<file path="src/hdl/rcsa_pkg.sv">
// Shared types, constants and helper functions for the RC stick arming block.
// Used by rcsa_in_reg, rcsa_core and rc_stick_arming_mode_logic. No dependencies.
`timescale 1ns / 1ps

package rcsa_pkg;

  localparam int LEVEL_W     = 10;
  localparam int WIDTH_W     = 16;
  localparam int DT_W        = 16;
  localparam int HOLD_W      = 22;
  localparam int TIMER_W     = 23;
  localparam int NUM_CH      = 4;
  localparam int IN_TDATA_W  = 104;  // 101 bits of fields, padded to whole bytes
  localparam int OUT_TDATA_W = 8;    // 6 bits of fields, padded to a byte
  localparam int CFG_IDX_W   = 3;
  localparam int CFG_DATA_W  = 22;

  localparam logic [LEVEL_W-1:0] LEVEL_MAX  = 10'd1000;
  localparam logic [WIDTH_W-1:0] WIDTH_OFS  = 16'd1000;
  localparam logic [TIMER_W-1:0] TIMER_MAX  = 23'h7FFFFF;

  // Configuration register indexes
  typedef enum logic [CFG_IDX_W-1:0] {
    CFG_STICK_LOW        = 3'd0,
    CFG_STICK_HIGH       = 3'd1,
    CFG_HOLD_TIME_US     = 3'd2,
    CFG_THROTTLE_STILL   = 3'd3,
    CFG_AUX_HOLD_Z       = 3'd4,
    CFG_AUX_HOLD_XY      = 3'd5,
    CFG_TAKEOFF_THROTTLE = 3'd6
  } rcsa_cfg_idx_t;

  typedef struct packed {
    logic [LEVEL_W-1:0] stick_low;
    logic [LEVEL_W-1:0] stick_high;
    logic [HOLD_W-1:0]  hold_time_us;
    logic [LEVEL_W-1:0] throttle_still;
    logic [LEVEL_W-1:0] aux_hold_z;
    logic [LEVEL_W-1:0] aux_hold_xy;
    logic [LEVEL_W-1:0] takeoff_throttle;
  } rcsa_cfg_t;

  // One request after normalization: channel 0 roll, 1 pitch, 2 throttle, 3 yaw
  typedef struct packed {
    logic                            fresh;
    logic [NUM_CH-1:0][LEVEL_W-1:0]  chan;
    logic [LEVEL_W-1:0]              throttle_level;
    logic [LEVEL_W-1:0]              aux_level;
    logic [DT_W-1:0]                 elapsed_us;
    logic                            attitude_ready;
  } rcsa_item_t;

  typedef struct packed {
    logic latch_heading;
    logic latch_position;
    logic hold_horizontal;
    logic hold_height;
    logic taken_off;
    logic armed;
  } rcsa_res_t;

  // Pulse width in us -> per-mille, width minus 1000 clamped to 0..1000
  function automatic logic [LEVEL_W-1:0] norm_width(input logic [WIDTH_W-1:0] w);
    logic [WIDTH_W-1:0] d;
    d = w - WIDTH_OFS;
    if (w <= WIDTH_OFS) begin
      return '0;
    end else if (d > WIDTH_W'(LEVEL_MAX)) begin
      return LEVEL_MAX;
    end else begin
      return d[LEVEL_W-1:0];
    end
  endfunction

  function automatic logic [LEVEL_W-1:0] sat_level(input logic [LEVEL_W-1:0] x);
    return (x > LEVEL_MAX) ? LEVEL_MAX : x;
  endfunction

endpackage

</file>
<file path="src/hdl/rcsa_in_reg.sv">
// Input register: unpacks the request, normalizes widths and levels, holds one item.
// Depends on rcsa_pkg.
`timescale 1ns / 1ps

module rcsa_in_reg
  import rcsa_pkg::*;
(
  input  logic                  clk,
  input  logic                  rst_n,
  input  logic                  in_tvalid,
  output logic                  in_tready,
  input  logic [IN_TDATA_W-1:0] in_tdata,
  input  logic                  in_tuser,
  input  logic                  take,        // core consumes the held item
  output logic                  item_valid,
  output rcsa_item_t            item
);

  logic       valid_r, valid_nxt;
  rcsa_item_t item_r, item_nxt;

  assign in_tready = !valid_r || take;

  always_comb begin
    item_nxt.fresh          = in_tuser;
    item_nxt.chan[0]        = norm_width(in_tdata[15:0]);
    item_nxt.chan[1]        = norm_width(in_tdata[31:16]);
    item_nxt.chan[2]        = norm_width(in_tdata[47:32]);
    item_nxt.chan[3]        = norm_width(in_tdata[63:48]);
    item_nxt.throttle_level = sat_level(in_tdata[73:64]);
    item_nxt.aux_level      = sat_level(in_tdata[83:74]);
    item_nxt.elapsed_us     = in_tdata[99:84];
    item_nxt.attitude_ready = in_tdata[100];
    valid_nxt = (in_tvalid && in_tready) || (valid_r && !take);
  end

  always_ff @(posedge clk) begin
    if (!rst_n) begin
      valid_r <= 1'b0;
    end else begin
      valid_r <= valid_nxt;
    end
  end

  always_ff @(posedge clk) begin
    if (in_tvalid && in_tready) begin
      item_r <= item_nxt;
    end
  end

  assign item_valid = valid_r;
  assign item       = item_r;

endmodule

</file>
<file path="src/hdl/rcsa_core.sv">
// Arming and hold-mode state plus the per-request next-state logic.
// Depends on rcsa_pkg.
`timescale 1ns / 1ps

module rcsa_core
  import rcsa_pkg::*;
(
  input  logic       clk,
  input  logic       rst_n,
  input  logic       go,      // process item this cycle
  input  rcsa_item_t item,
  input  rcsa_cfg_t  cfg,
  output rcsa_res_t  res
);

  logic [NUM_CH-1:0][LEVEL_W-1:0] chan_r, chan_nxt;
  logic [LEVEL_W-1:0] held_thr_r, held_thr_nxt;
  logic [LEVEL_W-1:0] held_aux_r, held_aux_nxt;
  logic [LEVEL_W-1:0] prev_thr_r;
  logic [TIMER_W-1:0] arm_timer_r, arm_timer_nxt;
  logic [TIMER_W-1:0] height_timer_r, height_timer_nxt;
  logic armed_r, armed_nxt;
  logic takeoff_r, takeoff_nxt;
  logic hold_z_r, hold_z_nxt;
  logic hold_xy_r, hold_xy_nxt;

  logic               gesture;
  logic               steady;
  logic [LEVEL_W-1:0] thr_diff;
  logic [TIMER_W:0]   arm_sum, height_sum;
  logic [TIMER_W-1:0] hold_time;
  logic               latch_pos, latch_head;

  always_comb begin
    chan_nxt     = item.fresh ? item.chan           : chan_r;
    held_thr_nxt = item.fresh ? item.throttle_level : held_thr_r;
    held_aux_nxt = item.fresh ? item.aux_level      : held_aux_r;
    hold_time    = TIMER_W'(cfg.hold_time_us);

    // arm / disarm gesture: throttle, yaw, pitch low, roll high and attitude ready
    gesture = (chan_nxt[2] < cfg.stick_low) && (chan_nxt[3] < cfg.stick_low) &&
              (chan_nxt[1] < cfg.stick_low) && (chan_nxt[0] > cfg.stick_high) &&
              item.attitude_ready;
    arm_sum = {1'b0, arm_timer_r} + (TIMER_W + 1)'(item.elapsed_us);

    arm_timer_nxt = '0;
    armed_nxt     = armed_r;
    latch_head    = 1'b0;
    if (gesture) begin
      if (arm_timer_r < hold_time) begin
        arm_timer_nxt = arm_sum[TIMER_W] ? TIMER_MAX : arm_sum[TIMER_W-1:0];
      end else begin
        armed_nxt  = !armed_r;
        latch_head = armed_r;
      end
    end

    // height / horizontal hold, using last request's takeoff flag
    thr_diff   = (held_thr_nxt >= prev_thr_r) ? held_thr_nxt - prev_thr_r
                                              : prev_thr_r - held_thr_nxt;
    steady     = (thr_diff < cfg.throttle_still) && takeoff_r &&
                 (held_aux_nxt < cfg.aux_hold_z);
    height_sum = {1'b0, height_timer_r} + (TIMER_W + 1)'(item.elapsed_us);

    height_timer_nxt = height_timer_r;
    hold_z_nxt       = hold_z_r;
    hold_xy_nxt      = hold_xy_r;
    latch_pos        = 1'b0;
    if (steady) begin
      if (height_timer_r < hold_time) begin
        height_timer_nxt = height_sum[TIMER_W] ? TIMER_MAX : height_sum[TIMER_W-1:0];
      end else if (!hold_z_r) begin
        latch_pos  = 1'b1;
        hold_z_nxt = 1'b1;
        if (held_aux_nxt < cfg.aux_hold_xy) begin
          hold_xy_nxt = 1'b1;
        end
      end
    end else begin
      height_timer_nxt = '0;
      hold_z_nxt       = 1'b0;
      hold_xy_nxt      = 1'b0;
    end

    takeoff_nxt = (held_thr_nxt > cfg.takeoff_throttle) && !armed_nxt;

    res.armed           = armed_nxt;
    res.taken_off       = takeoff_nxt;
    res.hold_height     = hold_z_nxt;
    res.hold_horizontal = hold_xy_nxt;
    res.latch_position  = latch_pos;
    res.latch_heading   = latch_head;
  end

  always_ff @(posedge clk) begin
    if (!rst_n) begin
      chan_r         <= '0;
      held_thr_r     <= '0;
      held_aux_r     <= '0;
      prev_thr_r     <= '0;
      arm_timer_r    <= '0;
      height_timer_r <= '0;
      armed_r        <= 1'b0;
      takeoff_r      <= 1'b0;
      hold_z_r       <= 1'b0;
      hold_xy_r      <= 1'b0;
    end else if (go) begin
      chan_r         <= chan_nxt;
      held_thr_r     <= held_thr_nxt;
      held_aux_r     <= held_aux_nxt;
      prev_thr_r     <= held_thr_nxt;
      arm_timer_r    <= arm_timer_nxt;
      height_timer_r <= height_timer_nxt;
      armed_r        <= armed_nxt;
      takeoff_r      <= takeoff_nxt;
      hold_z_r       <= hold_z_nxt;
      hold_xy_r      <= hold_xy_nxt;
    end
  end

`ifndef NO_ASSERTIONS
  a_head_disarms: assert property (@(posedge clk) disable iff (!rst_n)
    go && res.latch_heading |-> !res.armed)
    else $error("heading latch without disarm");
  a_pos_engages: assert property (@(posedge clk) disable iff (!rst_n)
    go && res.latch_position |-> res.hold_height && !hold_z_r)
    else $error("position latch without height hold engaging");
  a_xy_needs_z: assert property (@(posedge clk) disable iff (!rst_n)
    hold_xy_r |-> hold_z_r)
    else $error("horizontal hold without height hold");
  a_takeoff_disarmed: assert property (@(posedge clk) disable iff (!rst_n)
    takeoff_r |-> !armed_r)
    else $error("takeoff flag set while armed");
`endif

endmodule

</file>
<file path="src/hdl/rc_stick_arming_mode_logic.sv">
// Top level of the RC stick arming and hold-mode block: config registers,
// output register and stream handshake. Depends on rcsa_pkg, rcsa_in_reg, rcsa_core.
`timescale 1ns / 1ps

// Usage
//   One request per RC tick enters on the in_ stream; one result per request
//   leaves on the out_ stream, in order. in_tuser carries the fresh flag.
//   Widths are normalized on the way into the input register; the core then
//   updates the arm timer, height timer and mode flags and the result lands
//   in the output register.
//   An accepted request passes the input register, then the output register.
//   Throughput: one request per cycle while out_tready stays high; the input
//   register and the output register each hold one request, so a new request
//   is taken while a finished result still waits.
//   Stall: when out_tready is low and a result is waiting, the input register
//   fills and then in_tready drops; nothing is lost or repeated.
//   Reset (rst_n low, synchronous): both registers empty, all mode state and
//   timers cleared, configuration back to its defaults.
//   Configuration: cfg_wr_en writes cfg_wdata to register cfg_index; write
//   only while no request is in flight. Unknown indexes are ignored.
module rc_stick_arming_mode_logic
  import rcsa_pkg::*;
(
  input  logic                   clk,
  input  logic                   rst_n,
  // roll_width_us[15:0], pitch_width_us[31:16], throttle_width_us[47:32],
  // yaw_width_us[63:48], throttle_level[73:64], aux_level[83:74],
  // elapsed_us[99:84], attitude_ready[100], zero pad[103:101]
  input  logic [IN_TDATA_W-1:0]  in_tdata,
  input  logic                   in_tuser,   // fresh
  input  logic                   in_tvalid,
  output logic                   in_tready,
  // armed[0], taken_off[1], hold_height[2], hold_horizontal[3],
  // latch_position[4], latch_heading[5], zero pad[7:6]
  output logic [OUT_TDATA_W-1:0] out_tdata,
  output logic                   out_tvalid,
  input  logic                   out_tready,
  input  logic                   cfg_wr_en,
  input  logic [CFG_IDX_W-1:0]   cfg_index,
  input  logic [CFG_DATA_W-1:0]  cfg_wdata
);

  rcsa_cfg_t  cfg_r;
  rcsa_item_t item;
  rcsa_res_t  res, res_r;
  logic       item_valid;
  logic       advance;      // output register can take a new result
  logic       go;           // core processes the held request
  logic       out_valid_r, out_valid_nxt;

  // Configuration registers
  always_ff @(posedge clk) begin
    if (!rst_n) begin
      cfg_r.stick_low        <= 10'd100;
      cfg_r.stick_high       <= 10'd800;
      cfg_r.hold_time_us     <= 22'd2000000;
      cfg_r.throttle_still   <= 10'd5;
      cfg_r.aux_hold_z       <= 10'd800;
      cfg_r.aux_hold_xy      <= 10'd200;
      cfg_r.takeoff_throttle <= 10'd150;
    end else if (cfg_wr_en) begin
      unique case (rcsa_cfg_idx_t'(cfg_index))
        CFG_STICK_LOW:        cfg_r.stick_low        <= cfg_wdata[LEVEL_W-1:0];
        CFG_STICK_HIGH:       cfg_r.stick_high       <= cfg_wdata[LEVEL_W-1:0];
        CFG_HOLD_TIME_US:     cfg_r.hold_time_us     <= cfg_wdata[HOLD_W-1:0];
        CFG_THROTTLE_STILL:   cfg_r.throttle_still   <= cfg_wdata[LEVEL_W-1:0];
        CFG_AUX_HOLD_Z:       cfg_r.aux_hold_z       <= cfg_wdata[LEVEL_W-1:0];
        CFG_AUX_HOLD_XY:      cfg_r.aux_hold_xy      <= cfg_wdata[LEVEL_W-1:0];
        CFG_TAKEOFF_THROTTLE: cfg_r.takeoff_throttle <= cfg_wdata[LEVEL_W-1:0];
        default: ;  // index beyond the register list: ignored
      endcase
    end
  end

  // Stage control: the core runs only when its result has somewhere to go
  assign advance = !out_valid_r || out_tready;
  assign go      = item_valid && advance;

  rcsa_in_reg u_in_reg (
    .clk        (clk),
    .rst_n      (rst_n),
    .in_tvalid  (in_tvalid),
    .in_tready  (in_tready),
    .in_tdata   (in_tdata),
    .in_tuser   (in_tuser),
    .take       (go),
    .item_valid (item_valid),
    .item       (item)
  );

  rcsa_core u_core (
    .clk   (clk),
    .rst_n (rst_n),
    .go    (go),
    .item  (item),
    .cfg   (cfg_r),
    .res   (res)
  );

  // Output register
  assign out_valid_nxt = advance ? go : out_valid_r;

  always_ff @(posedge clk) begin
    if (!rst_n) begin
      out_valid_r <= 1'b0;
    end else begin
      out_valid_r <= out_valid_nxt;
    end
  end

  always_ff @(posedge clk) begin
    if (go) begin
      res_r <= res;
    end
  end

  assign out_tvalid = out_valid_r;
  assign out_tdata  = {2'b00, res_r.latch_heading, res_r.latch_position,
                       res_r.hold_horizontal, res_r.hold_height,
                       res_r.taken_off, res_r.armed};

endmodule
</file>
<file path="config.mk">
export PLATFORM = sky130hd
export DESIGN_NAME = rc_stick_arming_mode_logic
export DESIGN_NICKNAME = d
export VERILOG_FILES = /design/src/hdl/rcsa_pkg.sv /design/src/hdl/rcsa_in_reg.sv /design/src/hdl/rcsa_core.sv /design/src/hdl/rc_stick_arming_mode_logic.sv
export SDC_FILE = /design/constraint.sdc
export NUM_CORES = 1
export LEC_CHECK = 0
export ABC_CLOCK_PERIOD_IN_PS = 6400
export BUFFER_PORTS_ARGS = -buffer_cell sky130_fd_sc_hd__buf_2
export CAP_MARGIN = 20
export CORE_MARGIN = 2
export CORE_UTILIZATION = 60
export CTS_BUF_LIST = sky130_fd_sc_hd__clkbuf_8
export CTS_CLUSTER_DIAMETER = 150
export DETAILED_ROUTE_END_ITERATION = 7
export GPL_TIMING_DRIVEN = 0
export PLACE_DENSITY = 0.91
export REMOVE_ABC_BUFFERS = 1
export SETUP_SLACK_MARGIN = 0.2
export SLEW_MARGIN = 30
export SYNTH_ARGS = -nofsm -noshare
export SYNTH_HDL_FRONTEND = slang
export SYNTH_SLANG_ARGS = --single-unit
export TNS_END_PERCENT = 10
</file>
<file path="constraint.sdc">
create_clock -name clk -period 6.4 [get_ports clk]
set_clock_uncertainty 0.15 [all_clocks]
set_input_delay 1.6 -clock clk [delete_from_list [all_inputs] [get_ports clk]]
set_output_delay 1.6 -clock clk [all_outputs]
set_load 0.005 [all_outputs]
</file>
==> results of run 1 <==
-- worst paths after layout --
kind / from / to / slack [ns] / depth (start not counted)
setup / recovery: u_in_reg.item[77] / u_core.height_timer_r[8] / 0.58 / 21
hold / removal: u_core.chan_r[1] / u_core.chan_r[1] / 0.30 / 2
setup reg to reg: u_in_reg.item[77] / u_core.height_timer_r[8] / 0.58 / 21
hold reg to reg: u_core.chan_r[1] / u_core.chan_r[1] / 0.30 / 2
-- logic make-up after synthesis --
family | Yosys count
other cells | 1
buf+inv | 216
mux | 65
xor+xnor | 59
flops | 278
simple gates | 682
compound gates | 482
fa+ha+maj | 179
-- power by group --
part | switching (µW) | total, µW | internal (µW)
registers | 31.3 | 1910 | 1870
clock network | 734 | 1590 | 853
logic | 394 | 670 | 275
-- through the flow --
step | cell area (µm²) | setup WS [ns] | util [%] | hold WS [ns]
global placement | 17640 | -2.245 | 63.67 | 0.2887
finish | 18890 | 0.5755 | 68.18 | 0.2991
CTS | 18830 | 0.3020 | 67.98 | 0.3025
global route | 18880 | 0.2552 | 68.14 | 0.3204
detailed placement | 17880 | 0.3442 | 64.54 | 0.2950
floorplan | 16470 | 0.1663 | - | 0.2836
-- worst reg2reg max path, cell delays in order, from the launching register on --
cell      delay [ns]
edfxtp_1        0.34
buf_6           0.20
mux2i_2         0.41
ha_1            0.22
inv_1           0.06
fa_1            0.38
nand3_1         0.11
nand2_1         0.07
o21ai_0         0.31
a31oi_2         0.38
o311ai_0        0.44
o211ai_1        0.16
xnor2_1         0.23
ha_1            0.30
a21o_1          0.17
nand3_1         0.08
nand4_1         0.11
a311oi_2        0.43
o21ai_0         0.35
a21oi_4         0.57
nand2_1         0.16
o21ai_0         0.10
-- layout by cell type (no fill, tap or decap), types with 16 or more instances in the layout --
master and instances:
xnor2_1 34, a21oi_1 229, a31oi_1 16, nand4_1 30, a211oi_1 22, nor3_1 31
mux2_2 46, o211ai_1 29, buf_2 138, edfxtp_1 84, nand2_1 342, nand3_1 44
and2_1 23, xor2_1 25, nor2_1 105, nor2b_1 27, a21o_1 31, clkbuf_8 57
mux2i_1 17, dfxtp_1 194, ha_1 175, inv_1 150, o21ai_0 71
-- state kept, by name, summed over array words and instances (netlist names) --
register               cells
u_core.armed_r             1
cfg_r                     82
u_core.hold_xy_r           1
u_core.chan_r             40
out_tvalid                 1
u_core.held_thr_r         10
u_core.held_aux_r         10
u_in_reg.item             78
u_core.height_timer_r     23
u_core.takeoff_r           1
u_core.arm_timer_r        23
u_in_reg.item_valid        1
out_tdata                  6
u_core.hold_z_r            1
-- layout make-up --
cell class	count	area, µm²	area share, %
clock buffers	57	784.5	4.153
inverters	132	505.5	2.676
diodes	6	15.01	0.07949
repair buffers	149	893.4	4.730
multi-input cells	1469	9642	51.05
flip-flops and latches	278	6406	33.92
clock inverters	28	168.9	0.8943
well taps	378	473.0	2.504
-- metal layers --
layer | global-route usage (%) | up-vias | wire length (µm)
li1 | - | 7174 | -
met1 | 32.68 | 7007 | 16750
met3 | 5.960 | 130 | 2883
met4 | 11.90 | 4 | 1510
met5 | 0 | - | 24
met2 | 51.49 | 531 | 20810
-- what timing repair did --
| item | CTS | global route |
|---|---|---|
| hold endpoints to repair | 0 | 0 |
| setup endpoints to repair | 0 | 17 |
| resized for setup | 0 | 3 |
==> summary.txt, run 1 <==
Timing
  • Fin crit period: roughly 5.8 ns
  • Worst Tran Pin Value: about 0.94 ns
  • Maximum clock rate: ~170 MHz
  • Final Max Tran Viols: 0
  • Endpoints failing hold: 0
  • RSZ-0062 raised after global routing: false
  • Slew headroom: a little under two fifths
  • Final worst path period share: about nine tenths
  • TNS Setup: 0 ns
  • Count of final setup violators: 0

Layout
  • FILL cells: approximately 2.1k
  • Area growth syn-to-layout: 12.46%
  • Non-Filler Instances: approximately 2.5k
  • Fraction of layout cells with a size suffix above 1: 13.49%
  • Final nets: roughly 2.4k

Yosys
  • Cell count after synthesis: roughly 2k
  • Mapped Area: roughly 17,000 µm²
  • Main combinational cell family by area after synthesis: simple AND/OR/NAND/NOR gates
  • Synth area leaders: dfxtp_1 (23%), edfxtp_1 (15%), ha_1 (13%)
  • Synthesized area per cell: 8.561 µm²
  • Mux share of post-synthesis cell area: 4.216%
  • Sequential area share after synthesis: around two fifths
  • Ys flop type: dfxtp_1
  • Simple-gate share of the synthesized area: around a fifth
  • Largest area contributor in the netlist: dfxtp_1
  • Synth Register Bits: approximately 280
  • FFs w/ async S/R, synth: 0%
  • Ys Warns: 0
  • Most instantiated cells after synthesis: nand2_1 (343), a21oi_1 (229), dfxtp_1 (194)
  • Post-synth cell types: 74
  • Cell with the most instances after synthesis: nand2_1
  • Adder-Cell Fraction of Synth Area: 13.51%
  • Synth top area share: between 20% and 30%
  • Post-Synth XOR/XNOR Area: under 10%
  • Post-synth EDFFs: 84
  • Compound-gate portion of the synthesized area: between 10% and 20%

Clock tree
  • CTS max path bufs: 3
  • Clock slew at reported path FFs: roughly 0.06 ns
  • Clock root buffer: clkbuf_8
  • CTS Sinks: 278
  • Worst-Skew Late Latency: between 0.5 and 0.6 ns
  • TritonCTS clock tree: built
  • Postcts setup bufs: 0
  • H-tree depth: 2
  • TritonCTS Buffers: 47
  • CTS Hold Buffers Added: 0

Global route
  • GRT overflow: 0
  • Initial antenna violation count: 8
  • Vias in the first global route: 14.67k
  • Largest net degree at the start of global routing: 120
  • First-pass GRT wire length: just under 70,000 µm
  • GRT Util Overall: between 20% and 30%

Floorplanning
  • Rows: 61
  • Die area: 29,350 µm²
  • Starting density of the core: between 60 and 70%
  • Top-Level Pins: around 150
  • Chip Width: between 150 and 200 µm
  • Die Height: approximately 170 µm
  • Core Area: between 20,000 and 30,000 µm²

Setup path
  • Crit path capture type: register
  • Max Fanout on Critical Path: 19
  • Max stage delay on crit path: approximately 0.57 ns
  • CP bufs+invs: 2
  • CP arrival: 6.16 ns
  • Worst path cell trace: buf_6 -> mux2i_2 -> ha_1 -> inv_1 -> fa_1 -> nand3_1 -> nand2_1 -> o21ai_0 -> a31oi_2 -> o311ai_0 -> o211ai_1 -> xnor2_1 -> ha_1 -> a21o_1 -> nand3_1 -> nand4_1 -> a311oi_2 -> o21ai_0 -> a21oi_4 -> nand2_1 -> o21ai_0
  • Critical path required time: 6.73 ns
  • Crit path max-delay family: compound AO/OA/AOI/OAI gates
  • CP Class: register to register
  • Most frequent cell on the critical path: o21ai_0
  • Highest-delay cell along the critical path: a21oi_4
  • Setup crit start kind: register

Route
  • Routed len/inst: ~17 µm
  • Detail Route Antenna Nets: 0
  • DR vias: approximately 15k
  • Routed wire length: roughly 42,000 µm
  • Drt initial violations: approximately 1.2k
  • Vias/cell: 5.946
  • Drt first pass iters: 6
  • Post-route DRC: 0

Power
  • Peak supply drop: 0.0001968 V
  • Tot Pwr: between 4000 and 5000 µW
  • PwrDens: around 220 nW/µm²
  • Leakage power: 0.007840 µW

Place
  • HPWL after detailed placement: about 30,000 µm
  • GP Congestion: approximately 0.90
  • PortBufs: 139
  • DP Cell Count: ~2.4k

Flow run
  • Max_cap viols: 0

Outcome
  • Outcome: finished, final reports clean

Worst hold path
  • Hold Crit Class: register to register
(Power assumes the default switching activity.)
==> run 2: changes to the inputs <==
CORE_UTILIZATION = 48   (was 60)
PLACE_DENSITY = 0.77   (was 0.91)
==> summary.txt, run 2 (synthesis results as in run 1) <==
Route
  • Drt initial violations: between 700 and 800
  • Vias/cell: 5.605
  • Routed len/inst: 16.14 µm
  • Drt first pass iters: 6
  • Routed wl met3: around 2300 µm
  • Max Used Layer: met5
  • Met1 wire length: approximately 18,000 µm
  • DR vias: about 14k
  • Post-route DRC: 0
  • Detail Route Antenna Nets: 0
  • Routed wire length: around 42,000 µm
  • Met2 wire len: 20,330 µm

Layout
  • Most common cell after layout, fill and taps aside: nand2_1
  • Fraction of layout cells with a size suffix above 1: between 10% and 20%
  • Biggest register: cfg_r
  • Final nets: ~2.4k
  • Area growth syn-to-layout: 12.95%
  • Most frequent cells in the layout: nand2_1 (342), a21oi_1 (229), dfxtp_1 (194)
  • FILL cells: roughly 3.2k
  • Largest register FFs: 82
  • Multi-input combinational cell area: between 9000 and 10,000 µm²
  • Reg area: between 6000 and 7000 µm²

Place
  • GP Congestion: 0.9036
  • HPWL after detailed placement: approximately 30,000 µm
  • PortBufs: 139

Power
  • Sw Pwr: 1162 µW
  • Switching share of power: between 20 and 30%
  • Gate power share: around 16%
  • Leakage power: between 0.007 and 0.008 µW
  • Peak supply drop: 0.0001906 V
  • Tot Pwr: approximately 4100 µW
  • Seq pwr share: between 40 and 50%
  • PwrDens: around 220 nW/µm²
  • Clock share of power: a little under two fifths
  • Pint: between 2000 and 3000 µW

Clock tree
  • Clock slew at reported path FFs: 0.06 ns
  • Worst-Skew Late Latency: around 0.60 ns
  • Clock root buffer: clkbuf_8
  • CTS max path bufs: 3
  • H-tree depth: 2
  • CTS Hold Buffers Added: 0
  • CTS Sinks: about 280
  • TritonCTS clock tree: built
  • TritonCTS Buffers: 47

Timing
  • Final Max Tran Viols: 0
  • RSZ-0062 raised after global routing: false
  • Maximum clock rate: 175.6 MHz
  • Worst Hold Margin: ~0.30 ns
  • Count of final setup violators: 0
  • Worst Tran Pin Value: 0.9652 ns
  • Final worst path period share: between 80 and 90%
  • Endpoints failing hold: 0
  • Slew headroom: a little over a third
  • Fin crit period: around 5.7 ns

Floorplanning
  • Die area: approximately 37,000 µm²
  • Chip Width: 191.1 µm
  • Die Height: approximately 190 µm
  • Rows: between 60 and 70
  • Core Area: between 30,000 and 40,000 µm²
  • Top-Level Pins: 145
  • Starting density of the core: a little under 50%

Global route
  • Vias in the first global route: about 14k
  • Largest net degree at the start of global routing: between 100 and 150
  • Initial antenna violation count: 10
  • GRT Util Overall: 22.63%
  • First-pass GRT wire length: 67,540 µm
  • GRT overflow: 0

Setup path
  • Crit path capture type: register
  • Max Fanout on Critical Path: 17
  • Reg2reg path depth: 21
  • Setup crit start kind: register
  • CP arrival: 6.06 ns
  • CP Class: register to register
  • Reg2Reg Setup Slack: 0.71 ns
  • CP startpoint: u_in_reg.item[77]
  • Crit Reg-Reg Startpoint: u_in_reg.item[77]
  • Critical path required time: 6.77 ns
  • Capture point of the worst reg-to-reg path: u_core.height_timer_r[18]

Worst hold path
  • Hold EP: u_core.held_aux_r[6]
  • Hold Crit Class: register to register
  • Worst hold start: u_core.held_aux_r[6]
  • Hold Path Depth: 2

Flow run
  • Max_cap viols: 0

Outcome
  • Outcome: finished, final reports clean
[run 2: changes by cell type in the layout (fill, tap and decap cells not counted), moves of 2 or more]
cell      previous run  this run
buf_8                2         0
clkinv_1             0         2
buf_6                2         5
buf_4                1         3
clkinv_8             2         0
[run 2: what timing repair did]
action	4_1_cts	5_1_grt
setup buffers	0	3
setup endpoints to repair	19	26
resized for setup	2	5
pin swaps	0	1
[run 2: worst max-delay path, stage by stage (launching register included)]
cell      delay [ns]
edfxtp_1        0.45
buf_6           0.23
mux2i_2         0.38
ha_1            0.21
inv_1           0.06
fa_1            0.38
nand3_1         0.09
nand2_1         0.07
o21ai_1         0.28
a31oi_4         0.27
o311ai_0        0.38
o211ai_1        0.16
xnor2_1         0.28
ha_1            0.31
a21o_1          0.16
nand3_1         0.07
nand4_1         0.14
a311oi_4        0.38
and4b_1         0.38
nand2_2         0.25
or3_1           0.43
o21ai_0         0.08
[run 2: final cells by class]
type | count | share of cell area, %
multi-input combinational | 1469 | 50.90
timing repair buffer | 152 | 4.808
tap | 455 | 3.001
clock buffer | 56 | 4.063
sequential | 278 | 33.77
antenna | 6 | 0.07915
clock inverter | 29 | 0.7057
inverter | 132 | 2.678
[run 2: layer usage]
metal  global-route usage [%]  up-vias
li1                         -     7191
met1                    27.02     6784
met2                    40.52      378
met3                    4.186       83
met4                    7.959        8
met5                        0        -
[run 2: per-stage QoR]
step,setup TNS (ns),cell area [µm²],std cells,worst slack (ns),utilization [%]
after detailed placement,0,17960,2483,0.02142,52.00
after floorplan,0,16470,1879,0.1663,-
final,0,18970,2577,0.7066,54.92
after global routing,0,18970,2575,0.2429,54.90
after CTS,0,18880,2568,0.1560,54.65
after global placement,-213.99,17740,2473,-2.550,51.35
[run 2: worst max path at each step]
stage	to	slack, ns
finish	u_core.height_timer_r[18]	0.71
global route	u_core.height_timer_r[18]	0.24
CTS	u_core.height_timer_r[18]	0.16
detailed placement	u_core.height_timer_r[18]	0.02
global placement	u_core.height_timer_r[18]	-2.55
floorplan	u_core.height_timer_r[18]	0.17
[run 2: power by group through the flow]
stage / clock network [µW] / registers, µW / logic (µW)
6_report: 1540 / 1900 / 668
5_1_grt: 1640 / 1910 / 752
4_1_cts: 1570 / 1900 / 655
3_5_place_dp: 0 / 1940 / 650
3_3_place_gp: 0 / 1950 / 605
2_1_floorplan: 0 / 1940 / 435
==> run 3: changes to the inputs <==
CORE_ASPECT_RATIO = 1.25   (was unset)
==> summary.txt, run 3 (synthesis results as in run 1) <==
Layout
  • Finished Cell Area: roughly 19,000 µm²
  • FILL cells: 3,106
  • Non-Filler Instances: approximately 2.6k
  • Biggest register: cfg_r
  • Final nets: 2,392
  • Fraction of layout cells with a size suffix above 1: between 10% and 20%
  • Largest register FFs: 82
  • Fin util: a little under three fifths
  • Area growth syn-to-layout: 13.18%
  • Most common cell after layout, fill and taps aside: nand2_1
  • Most frequent cells in the layout: nand2_1 (342), a21oi_1 (229), dfxtp_1 (194)

Route
  • Vias/cell: ~5.6
  • Detail Route Antenna Nets: 0
  • Routed len/inst: ~16 µm
  • Routed wire length: between 40,000 and 50,000 µm
  • DR vias: approximately 15k
  • Drt first pass iters: 5
  • Drt initial violations: approximately 850
  • Post-route DRC: 0

Setup path
  • Critical path required time: ~6.8 ns
  • CP startpoint: u_in_reg.item[77]
  • Crit path capture type: register
  • Setup crit start kind: register
  • Crit Reg-Reg Startpoint: u_in_reg.item[77]
  • CP Class: register to register
  • CP arrival: between 6 and 7 ns
  • Max Fanout on Critical Path: 19

Global route
  • First-pass GRT wire length: ~67,000 µm
  • Initial antenna violation count: 4
  • Largest net degree at the start of global routing: 108
  • Vias in the first global route: between 10k and 15k
  • GRT Util Overall: 22.82%
  • GRT overflow: 0

Place
  • PortBufs: 139
  • Pre-CTS setup slack: ~0.14 ns
  • DP Cell Count: 2,495
  • DP Area: ~18,000 µm²
  • HPWL after detailed placement: 30,390 µm
  • GP Congestion: roughly 0.92

Floorplanning
  • Die area: around 37,000 µm²
  • Die Height: ~210 µm
  • Top-Level Pins: approximately 150
  • Chip Width: 171.3 µm
  • Core Area: 34,520 µm²
  • Rows: 76
  • Starting density of the core: 48.66%

Timing
  • Slew headroom: between 30% and 40%
  • Fin crit period: around 5.7 ns
  • Worst Tran Pin Value: between 1 and 1.5 ns
  • Final Max Tran Viols: 0
  • Setup WS post-layout: approximately 0.65 ns
  • Final worst path period share: between 80 and 90%
  • Count of final setup violators: 0
  • Maximum clock rate: 174.1 MHz
  • Endpoints failing hold: 0
  • RSZ-0062 raised after global routing: false

Power
  • PwrDens: about 220 nW/µm²
  • Peak supply drop: around 0.00013 V
  • Leakage power: 0.007828 µW

Clock tree
  • Clock root buffer: clkbuf_8
  • CTS Hold Buffers Added: 0
  • TritonCTS Buffers: 47
  • TritonCTS clock tree: built
  • CTS max path bufs: 3
  • H-tree depth: 2
  • Worst-Skew Late Latency: around 0.59 ns
  • Clock slew at reported path FFs: about 0.060 ns
  • CTS Sinks: 278

Worst hold path
  • Worst hold start: u_core.chan_r[6]
  • Hold Crit Class: register to register

Outcome
  • Outcome: finished, final reports clean

Flow run
  • Max_cap viols: 0
-- run 3: critical path, cell delays in order (launching register included) --
cell and delay (ns):
edfxtp_1 0.37, buf_4 0.18, mux2i_2 0.37, ha_1 0.21
inv_1 0.06, fa_1 0.37, nand3_1 0.09, nand2_1 0.06
o21ai_0 0.40, a31oi_4 0.29, o311ai_0 0.45, o211ai_1 0.19
xnor2_1 0.16, ha_1 0.29, a21o_1 0.16, nand3_1 0.07
nand4_1 0.18, a311oi_2 0.42, o21ai_0 0.33, a21oi_4 0.62
a21oi_1 0.09, o22ai_1 0.15
-- run 3: layer usage --
metal  vias up  share of wire [%]  global-route usage [%]
li1       7167                  -                       -
met3       128                5.5                   3.559
met5         -              0.031                       0
met1      6788                 39                   25.47
met2       437                 50                   41.45
met4         2                4.9                   12.19
-- run 3: per-stage QoR --
| stage | TNS (ns) | power [µW] | hold WS [ns] |
|---|---|---|---|
| finish | 0 | 4191 | 0.3013 |
| global route | 0 | 4393 | 0.3200 |
| CTS | 0 | 4224 | 0.3041 |
| detailed placement | 0 | 2590 | 0.2963 |
| global placement | -235.73 | 2555 | 0.2888 |
| floorplan | 0 | 2372 | 0.2836 |
-- run 3: worst paths after layout --
check / end / slack, ns / cells after the start
worst max-delay path: u_core.height_timer_r[19] / 0.65 / 21
worst min-delay path: u_core.chan_r[6] / 0.30 / 2
worst max register to register: u_core.height_timer_r[19] / 0.65 / 21
worst min register to register: u_core.chan_r[6] / 0.30 / 2
-- run 3: what timing repair did --
item	CTS	global route
setup buffers	0	2
pin swaps	0	0
setup endpoints to repair	1	23
resized for setup	1	2
hold endpoints to repair	0	0
-- run 3: area by class of cell --
type                    count  area, µm²  share of cell area (%)
multi-input cells        1469       9652                   50.77
clock inverters            28      172.7                  0.9083
inverters                 132      508.0                   2.672
repair buffers            150      879.6                   4.627
flip-flops and latches    278       6406                   33.70
clock buffers              58      798.3                   4.199
well taps                 468      585.6                   3.080
diodes                      3      7.507                 0.03949
-- run 3: power by group --
group | internal, µW | total (µW) | switching (µW)
logic | 274 | 659 | 386
clock network | 899 | 1630 | 729
registers | 1870 | 1900 | 30.2
total | 3050 | 4190 | 1140
